**config.mk**
```make
export PLATFORM = sky130hd
export DESIGN_NAME = two_class_priority_server_top
export DESIGN_NICKNAME = d
export VERILOG_FILES = /design/src/tcps_pkg.sv /design/src/two_class_priority_server_top.sv
export SDC_FILE = /design/constraint.sdc
export NUM_CORES = 2
export LEC_CHECK = 0
export BUFFER_PORTS_ARGS = -buffer_cell sky130_fd_sc_hd__buf_2
export CORE_UTILIZATION = 55
export DETAILED_ROUTE_END_ITERATION = 16
export PLACE_DENSITY = 0.78
export SLEW_MARGIN = 20
export SYNTH_ARGS = -nofsm -noshare
export SYNTH_HDL_FRONTEND = slang
export SYNTH_SLANG_ARGS = --single-unit
```
**constraint.sdc**
```tcl
create_clock -name aclk -period 20.9 [get_ports aclk]
set_clock_uncertainty 0.05 [all_clocks]
set_input_delay 1.045 -clock aclk [delete_from_list [all_inputs] [get_ports aclk]]
set_output_delay 1.045 -clock aclk [all_outputs]
set_load 0.01 [all_outputs]
```
**src/tcps_pkg.sv**
```systemverilog
// Package for the two-class priority server: shared widths, default parameter
// values, start codes and the saturating accumulate helper.
// No dependencies.
package tcps_pkg;

    localparam int QUEUE_DEPTH_DEF  = 16;
    localparam int SERVICE_BITS_DEF = 8;
    localparam int SUM_BITS         = 48;
    localparam int TICK_BITS        = 32;
    localparam int OUT_BITS         = 232;

    localparam logic [1:0] START_NONE = 2'd0;
    localparam logic [1:0] START_HI   = 2'd1;
    localparam logic [1:0] START_LO   = 2'd2;

    function automatic logic [SUM_BITS-1:0] sat_add(input logic [SUM_BITS-1:0] acc,
                                                    input logic [SUM_BITS-1:0] v);
        logic [SUM_BITS:0] s;
        s = {1'b0, acc} + {1'b0, v};
        return s[SUM_BITS] ? {SUM_BITS{1'b1}} : s[SUM_BITS-1:0];
    endfunction

endpackage

```
**src/two_class_priority_server_top.sv**
```systemverilog
// A result is registered in the accept stage (a_*) and then in the output stage (m_*).
// Throughput: one item per cycle while m_tready does not stall the output; control
// state is updated in the accept cycle; FIFO head entries are prefetched from memory.
// Reset (aresetn low, synchronous) clears pointers, counts, server state, tick
// and totals; the two task memories are not cleared.
// Depends on tcps_pkg.
module two_class_priority_server_top
    import tcps_pkg::*;
#(
    parameter int QUEUE_DEPTH  = QUEUE_DEPTH_DEF,
    parameter int SERVICE_BITS = SERVICE_BITS_DEF
) (
    input  logic                 aclk,
    input  logic                 aresetn,
    input  logic                 s_tvalid,
    output logic                 s_tready,
    // arrive_hi, service_hi, arrive_lo, service_lo, zero padding
    input  logic [((2*SERVICE_BITS+2+7)/8)*8-1:0] s_tdata,
    output logic                 m_tvalid,
    input  logic                 m_tready,
    // started, finished, server_busy, dropped_hi, dropped_lo, wait_total_hi,
    // wait_total_lo, queue_len_total, service_total, tick_now, zero padding
    output logic [OUT_BITS-1:0]  m_tdata
);

    localparam int IW = $clog2(QUEUE_DEPTH);
    localparam int CW = $clog2(QUEUE_DEPTH + 1);
    localparam int SB = SERVICE_BITS;
    localparam int EW = TICK_BITS + SB;
    localparam logic [IW-1:0] LAST_IDX = IW'(QUEUE_DEPTH - 1);
    localparam logic [CW-1:0] FULL_CNT = CW'(QUEUE_DEPTH);

    logic [EW-1:0] mem_hi [QUEUE_DEPTH];
    logic [EW-1:0] mem_lo [QUEUE_DEPTH];

    logic [IW-1:0] head_hi_reg, head_hi_next, tail_hi_reg, tail_hi_next;
    logic [IW-1:0] head_lo_reg, head_lo_next, tail_lo_reg, tail_lo_next;
    logic [CW-1:0] cnt_hi_reg, cnt_hi_next, cnt_lo_reg, cnt_lo_next;
    logic [SB-1:0] rem_reg, rem_next;
    logic          busy_reg, busy_next;
    logic [TICK_BITS-1:0] tick_reg, tick_next;

    logic [EW-1:0] rd_hi_reg, rd_lo_reg, byp_hi_data_reg, byp_lo_data_reg;
    logic          byp_hi_reg, byp_lo_reg;

    logic          a_valid_reg;
    logic [1:0]    a_started_reg;
    logic          a_finished_reg, a_busy_reg, a_drop_hi_reg, a_drop_lo_reg;
    logic [TICK_BITS-1:0] a_tick_reg, a_wait_reg;
    logic [SB-1:0] a_serv_reg;
    logic [CW:0]   a_qadd_reg;

    logic          m_valid_reg;
    logic [1:0]    m_started_reg;
    logic          m_finished_reg, m_busy_reg, m_drop_hi_reg, m_drop_lo_reg;
    logic [TICK_BITS-1:0] m_tick_reg;
    logic [SUM_BITS-1:0]  sum_wait_hi_reg, sum_wait_lo_reg, sum_qlen_reg, sum_serv_reg;

    logic          accept, enable_b;
    logic          arrive_hi, arrive_lo;
    logic [SB-1:0] service_hi, service_lo, serv_hi_clean, serv_lo_clean;
    logic          wr_hi, wr_lo, drop_hi, drop_lo, start_hi, start_lo, started_any;
    logic [CW-1:0] cnt_hi_push, cnt_lo_push;
    logic [EW-1:0] entry_hi, entry_lo, entry_sel, wdata_hi, wdata_lo;
    logic [SB-1:0] rem_cur, rem_dec;
    logic          busy_cur, finished;
    logic [1:0]    started;
    logic [TICK_BITS-1:0] wait_val;
    logic [CW:0]   qadd;

    assign enable_b = !m_valid_reg || m_tready;
    assign s_tready = !a_valid_reg || enable_b;
    assign accept   = s_tvalid && s_tready;

    assign arrive_hi  = s_tdata[0];
    assign service_hi = s_tdata[SB:1];
    assign arrive_lo  = s_tdata[SB+1];
    assign service_lo = s_tdata[2*SB+1:SB+2];

    assign serv_hi_clean = (service_hi == '0) ? SB'(1) : service_hi;
    assign serv_lo_clean = (service_lo == '0) ? SB'(1) : service_lo;
    assign wdata_hi = {tick_reg, serv_hi_clean};
    assign wdata_lo = {tick_reg, serv_lo_clean};

    always_comb begin
        drop_hi     = accept && arrive_hi && (cnt_hi_reg >= FULL_CNT);
        wr_hi       = accept && arrive_hi && (cnt_hi_reg < FULL_CNT);
        drop_lo     = accept && arrive_lo && (cnt_lo_reg >= FULL_CNT);
        wr_lo       = accept && arrive_lo && (cnt_lo_reg < FULL_CNT);
        cnt_hi_push = cnt_hi_reg + CW'(wr_hi);
        cnt_lo_push = cnt_lo_reg + CW'(wr_lo);

        entry_hi = (cnt_hi_reg == '0) ? wdata_hi : (byp_hi_reg ? byp_hi_data_reg : rd_hi_reg);
        entry_lo = (cnt_lo_reg == '0) ? wdata_lo : (byp_lo_reg ? byp_lo_data_reg : rd_lo_reg);

        start_hi    = accept && !busy_reg && (cnt_hi_push != '0);
        start_lo    = accept && !busy_reg && (cnt_hi_push == '0) && (cnt_lo_push != '0);
        started_any = start_hi || start_lo;
        started     = start_hi ? START_HI : (start_lo ? START_LO : START_NONE);
        entry_sel   = start_hi ? entry_hi : entry_lo;
        wait_val    = tick_reg - entry_sel[EW-1:SB];

        cnt_hi_next = cnt_hi_push - CW'(start_hi);
        cnt_lo_next = cnt_lo_push - CW'(start_lo);
        head_hi_next = head_hi_reg;
        head_lo_next = head_lo_reg;
        tail_hi_next = tail_hi_reg;
        tail_lo_next = tail_lo_reg;
        if (start_hi) begin
            head_hi_next = (head_hi_reg == LAST_IDX) ? '0 : head_hi_reg + IW'(1);
        end
        if (start_lo) begin
            head_lo_next = (head_lo_reg == LAST_IDX) ? '0 : head_lo_reg + IW'(1);
        end
        if (wr_hi) begin
            tail_hi_next = (tail_hi_reg == LAST_IDX) ? '0 : tail_hi_reg + IW'(1);
        end
        if (wr_lo) begin
            tail_lo_next = (tail_lo_reg == LAST_IDX) ? '0 : tail_lo_reg + IW'(1);
        end

        qadd = (wr_hi ? {1'b0, cnt_hi_push} : '0) + (wr_lo ? {1'b0, cnt_lo_push} : '0);

        rem_cur   = started_any ? entry_sel[SB-1:0] : rem_reg;
        busy_cur  = busy_reg || started_any;
        rem_dec   = rem_cur - SB'(1);
        finished  = accept && busy_cur && (rem_dec == '0);
        busy_next = busy_reg;
        rem_next  = rem_reg;
        tick_next = tick_reg;
        if (accept) begin
            busy_next = busy_cur && !finished;
            rem_next  = busy_cur ? rem_dec : rem_reg;
            tick_next = tick_reg + TICK_BITS'(1);
        end
    end

    always_ff @(posedge aclk) begin
        if (wr_hi) begin
            mem_hi[tail_hi_reg] <= wdata_hi;
        end
        if (wr_lo) begin
            mem_lo[tail_lo_reg] <= wdata_lo;
        end
        rd_hi_reg       <= mem_hi[head_hi_next];
        rd_lo_reg       <= mem_lo[head_lo_next];
        byp_hi_data_reg <= wdata_hi;
        byp_lo_data_reg <= wdata_lo;
    end

    always_ff @(posedge aclk) begin
        if (!aresetn) begin
            head_hi_reg <= '0;
            tail_hi_reg <= '0;
            cnt_hi_reg  <= '0;
            head_lo_reg <= '0;
            tail_lo_reg <= '0;
            cnt_lo_reg  <= '0;
            rem_reg     <= '0;
            busy_reg    <= 1'b0;
            tick_reg    <= '0;
            byp_hi_reg  <= 1'b0;
            byp_lo_reg  <= 1'b0;
            a_valid_reg <= 1'b0;
        end else begin
            head_hi_reg <= head_hi_next;
            tail_hi_reg <= tail_hi_next;
            cnt_hi_reg  <= cnt_hi_next;
            head_lo_reg <= head_lo_next;
            tail_lo_reg <= tail_lo_next;
            cnt_lo_reg  <= cnt_lo_next;
            rem_reg     <= rem_next;
            busy_reg    <= busy_next;
            tick_reg    <= tick_next;
            byp_hi_reg  <= wr_hi && (tail_hi_reg == head_hi_next);
            byp_lo_reg  <= wr_lo && (tail_lo_reg == head_lo_next);
            if (s_tready) begin
                a_valid_reg <= accept;
            end
        end
    end

    always_ff @(posedge aclk) begin
        if (accept) begin
            a_started_reg  <= started;
            a_finished_reg <= finished;
            a_busy_reg     <= busy_next;
            a_drop_hi_reg  <= drop_hi;
            a_drop_lo_reg  <= drop_lo;
            a_tick_reg     <= tick_next;
            a_wait_reg     <= wait_val;
            a_serv_reg     <= entry_sel[SB-1:0];
            a_qadd_reg     <= qadd;
        end
    end

    always_ff @(posedge aclk) begin
        if (!aresetn) begin
            m_valid_reg     <= 1'b0;
            sum_wait_hi_reg <= '0;
            sum_wait_lo_reg <= '0;
            sum_qlen_reg    <= '0;
            sum_serv_reg    <= '0;
        end else if (enable_b) begin
            m_valid_reg <= a_valid_reg;
            if (a_valid_reg) begin
                if (a_started_reg == START_HI) begin
                    sum_wait_hi_reg <= sat_add(sum_wait_hi_reg, SUM_BITS'(a_wait_reg));
                end
                if (a_started_reg == START_LO) begin
                    sum_wait_lo_reg <= sat_add(sum_wait_lo_reg, SUM_BITS'(a_wait_reg));
                end
                if (a_started_reg != START_NONE) begin
                    sum_serv_reg <= sat_add(sum_serv_reg, SUM_BITS'(a_serv_reg));
                end
                sum_qlen_reg <= sat_add(sum_qlen_reg, SUM_BITS'(a_qadd_reg));
            end
        end
    end

    always_ff @(posedge aclk) begin
        if (enable_b && a_valid_reg) begin
            m_started_reg  <= a_started_reg;
            m_finished_reg <= a_finished_reg;
            m_busy_reg     <= a_busy_reg;
            m_drop_hi_reg  <= a_drop_hi_reg;
            m_drop_lo_reg  <= a_drop_lo_reg;
            m_tick_reg     <= a_tick_reg;
        end
    end

    assign m_tvalid = m_valid_reg;
    assign m_tdata  = {2'b00, m_tick_reg, sum_serv_reg, sum_qlen_reg, sum_wait_lo_reg,
                       sum_wait_hi_reg, m_drop_lo_reg, m_drop_hi_reg, m_busy_reg,
                       m_finished_reg, m_started_reg};

endmodule

```
Yosys cells after proc, flatten, opt, wreduce, memory -nomap -nowiden
Memories as Yosys holds them, arrays and structs flattened. A register that Yosys moved wholly into a read port is not among the register bits. Cells that the tools add are included.

Magnitude comparators: 4. Equal/unequal tests: 8. Bitwise gates (word level): 0. Reductions and logical operators: 39. Add/sub/neg operators: 16. Shift-type cells: 0. Multiplexer cells: 27. Multipliers: 0. Div/mod/pow operators: 0.

Operators with widths (count): 2-to-1 mux 40 bit (5); 2-to-1 mux 48 bit (4); adder 48 x 32 -> 49 bit (2); adder 48 x 6 -> 49 bit (1); adder 48 x 8 -> 49 bit (1); adder 32 x 1 -> 32 bit (second input constant) (1); 2-to-1 mux 32 bit (1); subtractor 32 bit (1); logical NOT 8 bit (3); 2-to-1 mux 4 bit (6); 2-to-1 mux 8 bit (3); logical AND 1 bit (17); adder 4 x 1 -> 4 bit (second input constant) (4); == test 4 bit (second input constant) (4); logical NOT 5 bit (3); adder 5 x 1 -> 5 bit (2); >= comparator 5 bit (second input constant) (2); less-than comparator 5 bit (second input constant) (2); 2-to-1 mux 5 bit (2); nonzero test 5 bit (2); subtractor 5 x 1 -> 5 bit (2); AND reduction 3 bit (3); == test 4 bit (2); subtractor 8 x 1 -> 8 bit (second input constant) (1); 9 further kinds (20).

Latch bits: 0. Memories: 2. Bits in registers: 465. Bits of input ports: 28. Output and inout port bits: 234. Memory bits (writable): 1280. Memory bits (read-only): 0. Logic and storage cells: 130.

Memory list: mem_hi (words 16, bits a word 40, read ports 1, clocked after memory_dff 1, write ports 1, line two_class_priority_server_top.sv:33) `logic [EW-1:0] mem_hi [QUEUE_DEPTH];`; mem_lo (words 16, bits a word 40, read ports 1, clocked after memory_dff 1, write ports 1, line two_class_priority_server_top.sv:34) `logic [EW-1:0] mem_lo [QUEUE_DEPTH];`.

Longest topological paths before layout
Depth after elaboration: 18. Depth in mapped cells: 32. Mapped depth without buffers: 28.

Worst setup path after synthesis
Ideal clock, no wire load.

Path kind: input to register. From: input m_tready. To: memory mem_lo[0][0] in the netlist's numbering (enable). Path buffers: 2. Required time: 20.313 ns. Cell stages on the path: 9. Path slack: 11.840 ns. Library setup time: 0.537 ns. Data arrival time: 8.473 ns. Cell sequence: nand2b_1 > nor2_1 > inv_1 > and2_1 > clkbuf_1 > nand2_1 > or2_2 > clkbuf_1 > nor4_1.

Cells in the longest elaborated chain, start to end: 7.

RTL lines: start, declared (line two_class_priority_server_top.sv:20) `input logic m_tready,`; logical OR 1 bit (line two_class_priority_server_top.sv:71) `assign enable_b = !m_valid_reg || m_tready;`; logical OR 1 bit (line two_class_priority_server_top.sv:72) `assign s_tready = !a_valid_reg || enable_b;`; net s_tready (line two_class_priority_server_top.sv:16) `output logic s_tready,`; logical AND 1 bit (line two_class_priority_server_top.sv:73) `assign accept = s_tvalid && s_tready;`; net accept (line two_class_priority_server_top.sv:59) `logic accept, enable_b;`; logical AND 1 bit (2 in series) (line two_class_priority_server_top.sv:89) `wr_lo = accept && arrive_lo && (cnt_lo_reg < FULL_CNT);`; 2-to-1 mux 1 bit (line two_class_priority_server_top.sv:142) `if (wr_lo) begin`; 2-to-1 mux 1 bit (not written as such) (line two_class_priority_server_top.sv:143) `mem_lo[tail_lo_reg] <= wdata_lo;`; end, declared (line two_class_priority_server_top.sv:34).

The timed path passes the listed nets, and every way through them passes these cells.

Worst setup path in the final report
From: input m_tready. To: register a_wait_reg[31], data pin.

Cells in the longest elaborated chain, start to end: 10. Elaborated cells between the ends (all ways): 11. Those cells by class: add/sub: 2; mux: 1; reduce/logical: 8.

RTL lines: logical OR 1 bit (line two_class_priority_server_top.sv:71); logical OR 1 bit (line two_class_priority_server_top.sv:72); logical AND 1 bit (line two_class_priority_server_top.sv:73); logical AND 1 bit (2 in series) (line two_class_priority_server_top.sv:87) `wr_hi = accept && arrive_hi && (cnt_hi_reg < FULL_CNT);`; net wr_hi (line two_class_priority_server_top.sv:62) `logic wr_hi, wr_lo, drop_hi, drop_lo, start_hi, start_lo, started_any;`; adder 5 x 1 -> 5 bit (line two_class_priority_server_top.sv:90) `cnt_hi_push = cnt_hi_reg + CW'(wr_hi);`; nonzero test 5 bit (line two_class_priority_server_top.sv:96) `start_hi = accept && !busy_reg && (cnt_hi_push != '0);`; logical AND 1 bit (line two_class_priority_server_top.sv:96); 2-to-1 mux 40 bit (line two_class_priority_server_top.sv:100) `entry_sel = start_hi ? entry_hi : entry_lo;`; subtractor 32 bit (line two_class_priority_server_top.sv:101) `wait_val = tick_reg - entry_sel[EW-1:SB];`; net wait_val[31] (line two_class_priority_server_top.sv:68) `logic [TICK_BITS-1:0] wait_val;`; end signal, assigned (line two_class_priority_server_top.sv:191) `a_wait_reg <= wait_val;`; end, declared (line two_class_priority_server_top.sv:49) `logic [TICK_BITS-1:0] a_tick_reg, a_wait_reg;`.

The timed path passes the listed nets, and every way through them passes these cells. A chain may end at the register's enable or synchronous reset.

==> reports/qor.txt <==
Worst path top cell family by delay -> compound AO/OA/AOI/OAI gates
Synth warn -> 0
Grt ovf -> 0
Pin count of the biggest net entering global routing -> 113
Initial Utilization -> 0.5542
CP most frequent cell -> buf_4
Synth Register Bits -> 1793
Most frequent cell after synthesis -> edfxtp_1
Tcrit/Tclk final -> 0.4065
Ports -> 262
GR Util All Layers -> 0.2727
Element type at the critical path end -> flip-flop
NetSw -> 3.348 mW
VDD IR max -> 0.0001336 V
Min Tclk post-route -> 8.495 ns
Status -> finished, final reports clean
Post-route DRC -> 0
Power Dens Cells -> 126.9 mW/mm2
Routed length per instance -> 26.94 um
Core area -> 0.1333 mm2
Most frequent cells after synthesis -> 1402 x edfxtp_1, 391 x dfxtp_1, 335 x a21oi_1, 320 x mux4_2, 188 x nand2_1
Layout Nets -> 5163
Routed wire length -> 186300 um
Postcts setup bufs -> 0
Die ar. -> 0.1358 mm2
Clock Latency Late Sink -> 0.83 ns
Initial antenna violation count -> 5
Clock Tree Buf Depth -> 3
Die height -> 368.5 um
Clk sink count -> 1793
Area fraction of the dominant cell type after synthesis -> 0.5699
Syn Std Cell Area -> 0.07387 mm2
Peak Freq -> 0.1177 GHz
Layout cells sized above 1 -> 0.2036
Fill count -> 9231
Layout area overhead -> 12.45%
Vias in the first global route -> 43340
Critical Path RT -> 21.42 ns
Worst-Margin Slew -> 1.123 ns
Max Cap Viol -> 0
First-pass GRT wire length -> 275200 um
Fin. Hold Viols -> 0
Largest registers -> mem_hi x640, mem_lo x640
Post-synth EDFFs -> 1402
Clock root cell -> clkbuf_16
Num CTS Buffers -> 175
Iter 0 DRT Violations -> 5228
Via density -> 6.359
Ant diodes -> 0
Slew HR -> 0.2318
Sequential share of power -> 0.402
Post_cts resized -> 0
Hold Path Class -> reg2reg
Post-Synthesis Cells -> 4709
Synth area leaders -> edfxtp_1 57%, dfxtp_1 11%, mux4_2 9.8%
Die width -> 368.5 um
Worst Setup Path Type -> in2reg
RSZ-0062 raised after global routing -> no
Port bufs -> 253
Synth area leader -> edfxtp_1
Netlist cell types -> 89
DP HPWL -> 106800 um
Worst hold slack -> 0.3678 ns
Max-slew violations -> 0
Sequential area share after synthesis -> 0.6758
Crit path max-delay cell type -> a2111oi_0
Final setup TNS -> 0 ns
# setup viols final -> 0
Syn_area_per_cell -> 15.69 um2
CP max stage delay -> 0.68 ns
Drt first pass iters -> 6
Crit start category -> input port
Comb pwr share -> 0.294
Worst EP arrival -> 9.02 ns
CP bufs+invs -> 7
Antenna viol nets, final -> 0
# rows -> 134
Clk network pwr share -> 0.304
Post-CTS Hold Buffers -> 0
CTS tree -> yes
Switch share -> 0.3175
CP Max Fanout -> 42
Static Leak -> 29.81 nW
Routed via count -> 43980
H-tree depth -> 4
Main synth FF type -> edfxtp_1
Final GP Congestion -> 0.9032
Cell Int Power -> 7.197 mW
Async S/R FF share, synth -> 0
Clock transition at path regs -> 0.06 ns
## routing by layer
layer | up-vias | track usage | wire length [um]
met5 | - | 0 | 11
met4 | 2 | 0.1124 | 7834
met3 | 410 | 0.06442 | 20110
met2 | 2477 | 0.4400 | 88820
met1 | 22040 | 0.3566 | 69540
li1 | 19050 | - | -
## cell usage in the layout (no fill, tap or decap), types with 55 or more instances in the layout
cell type  netlist  layout
dfxtp_1        391     388
nor2_1         166     156
and2_1          58      55
o21ai_0        153     152
xnor2_1        130     130
nor2b_1         55      55
inv_1           88      87
xor2_1          87      86
a211oi_1        63      63
buf_4           13     107
ha_1           137     137
nand2_1        188     186
nor3_1          65      57
clkbuf_16        0     180
buf_2           52     252
a21o_1          58      58
mux2i_1        131     128
mux4_2         320     320
edfxtp_1      1402    1402
a22oi_1         83      83
and3_1          63      55
a21oi_1        335     333
nand3_1         83      83
## final cells by class
| class | instances | area (um2) | share of cell area |
|---|---|---|---|
| multi-input cells | 2569 | 22650 | 0.2726 |
| well taps | 1768 | 2212 | 0.02663 |
| inverters | 92 | 347.8 | 0.004187 |
| clock buffers | 216 | 4720 | 0.05681 |
| repair buffers | 361 | 2105 | 0.02533 |
| clock inverters | 116 | 1111 | 0.01337 |
| flip-flops and latches | 1793 | 49930 | 0.6011 |
## path summary, 6_finish.rpt
check,start,end,slack [ns],depth (start not counted)
hold / removal,a_tick_reg[31],m_tick_reg[31],0.37,0
setup / recovery,m_tready,a_wait_reg[31],12.40,30
setup reg to reg,m_tvalid,a_wait_reg[31],12.51,29
hold reg to reg,a_tick_reg[31],m_tick_reg[31],0.37,0
## cells by family (layout without fill, tap and decap cells)
kind of cell,after synthesis,count (layout),share of synthesized area
buf+inv,348,785,0.02159
other cells,1,2,0.00005076
mux,454,454,0.1158
simple gates,825,825,0.05701
compound gates,928,928,0.07918
xor+xnor,217,217,0.02573
fa+ha+maj,143,143,0.02483
flops,1793,1793,0.6758
## metrics by stage
stage                     power (mW)  worst slack [ns]    util  instances  area, um2
after global routing           10.94             12.07  0.6233       6915      83070
after floorplan                6.542             11.84       -       4710      73880
after global placement         7.276             12.01  0.5795       6583      77240
final                          10.55             12.40  0.6233       6915      83070
after CTS                      10.54             12.60  0.6232       6915      83070
after detailed placement       7.335             11.84  0.5795       6583      77240
## worst register-to-register path: cells and delay by family, from the launching register on
kind                       cells  cell delay [ns]
buffers and inverters          6             2.08
DFF                            1             0.34
adders and majority gates      3             0.97
AOI/OAI and AO/OA             11             2.95
xor gates and xnor gates       1             0.10
and+or+nand+nor                8             1.69
## power groups by stage
| stage | clock network, mW | registers [mW] | logic [mW] |
|---|---|---|---|
| floorplan | 0 | 4.20 | 2.34 |
| global placement | 0 | 4.30 | 2.97 |
| detailed placement | 0 | 4.31 | 3.02 |
| CTS | 3.23 | 4.24 | 3.07 |
| global route | 3.36 | 4.25 | 3.33 |
| finish | 3.20 | 4.24 | 3.10 |
Note: power is estimated with default switching activity, not from simulation.
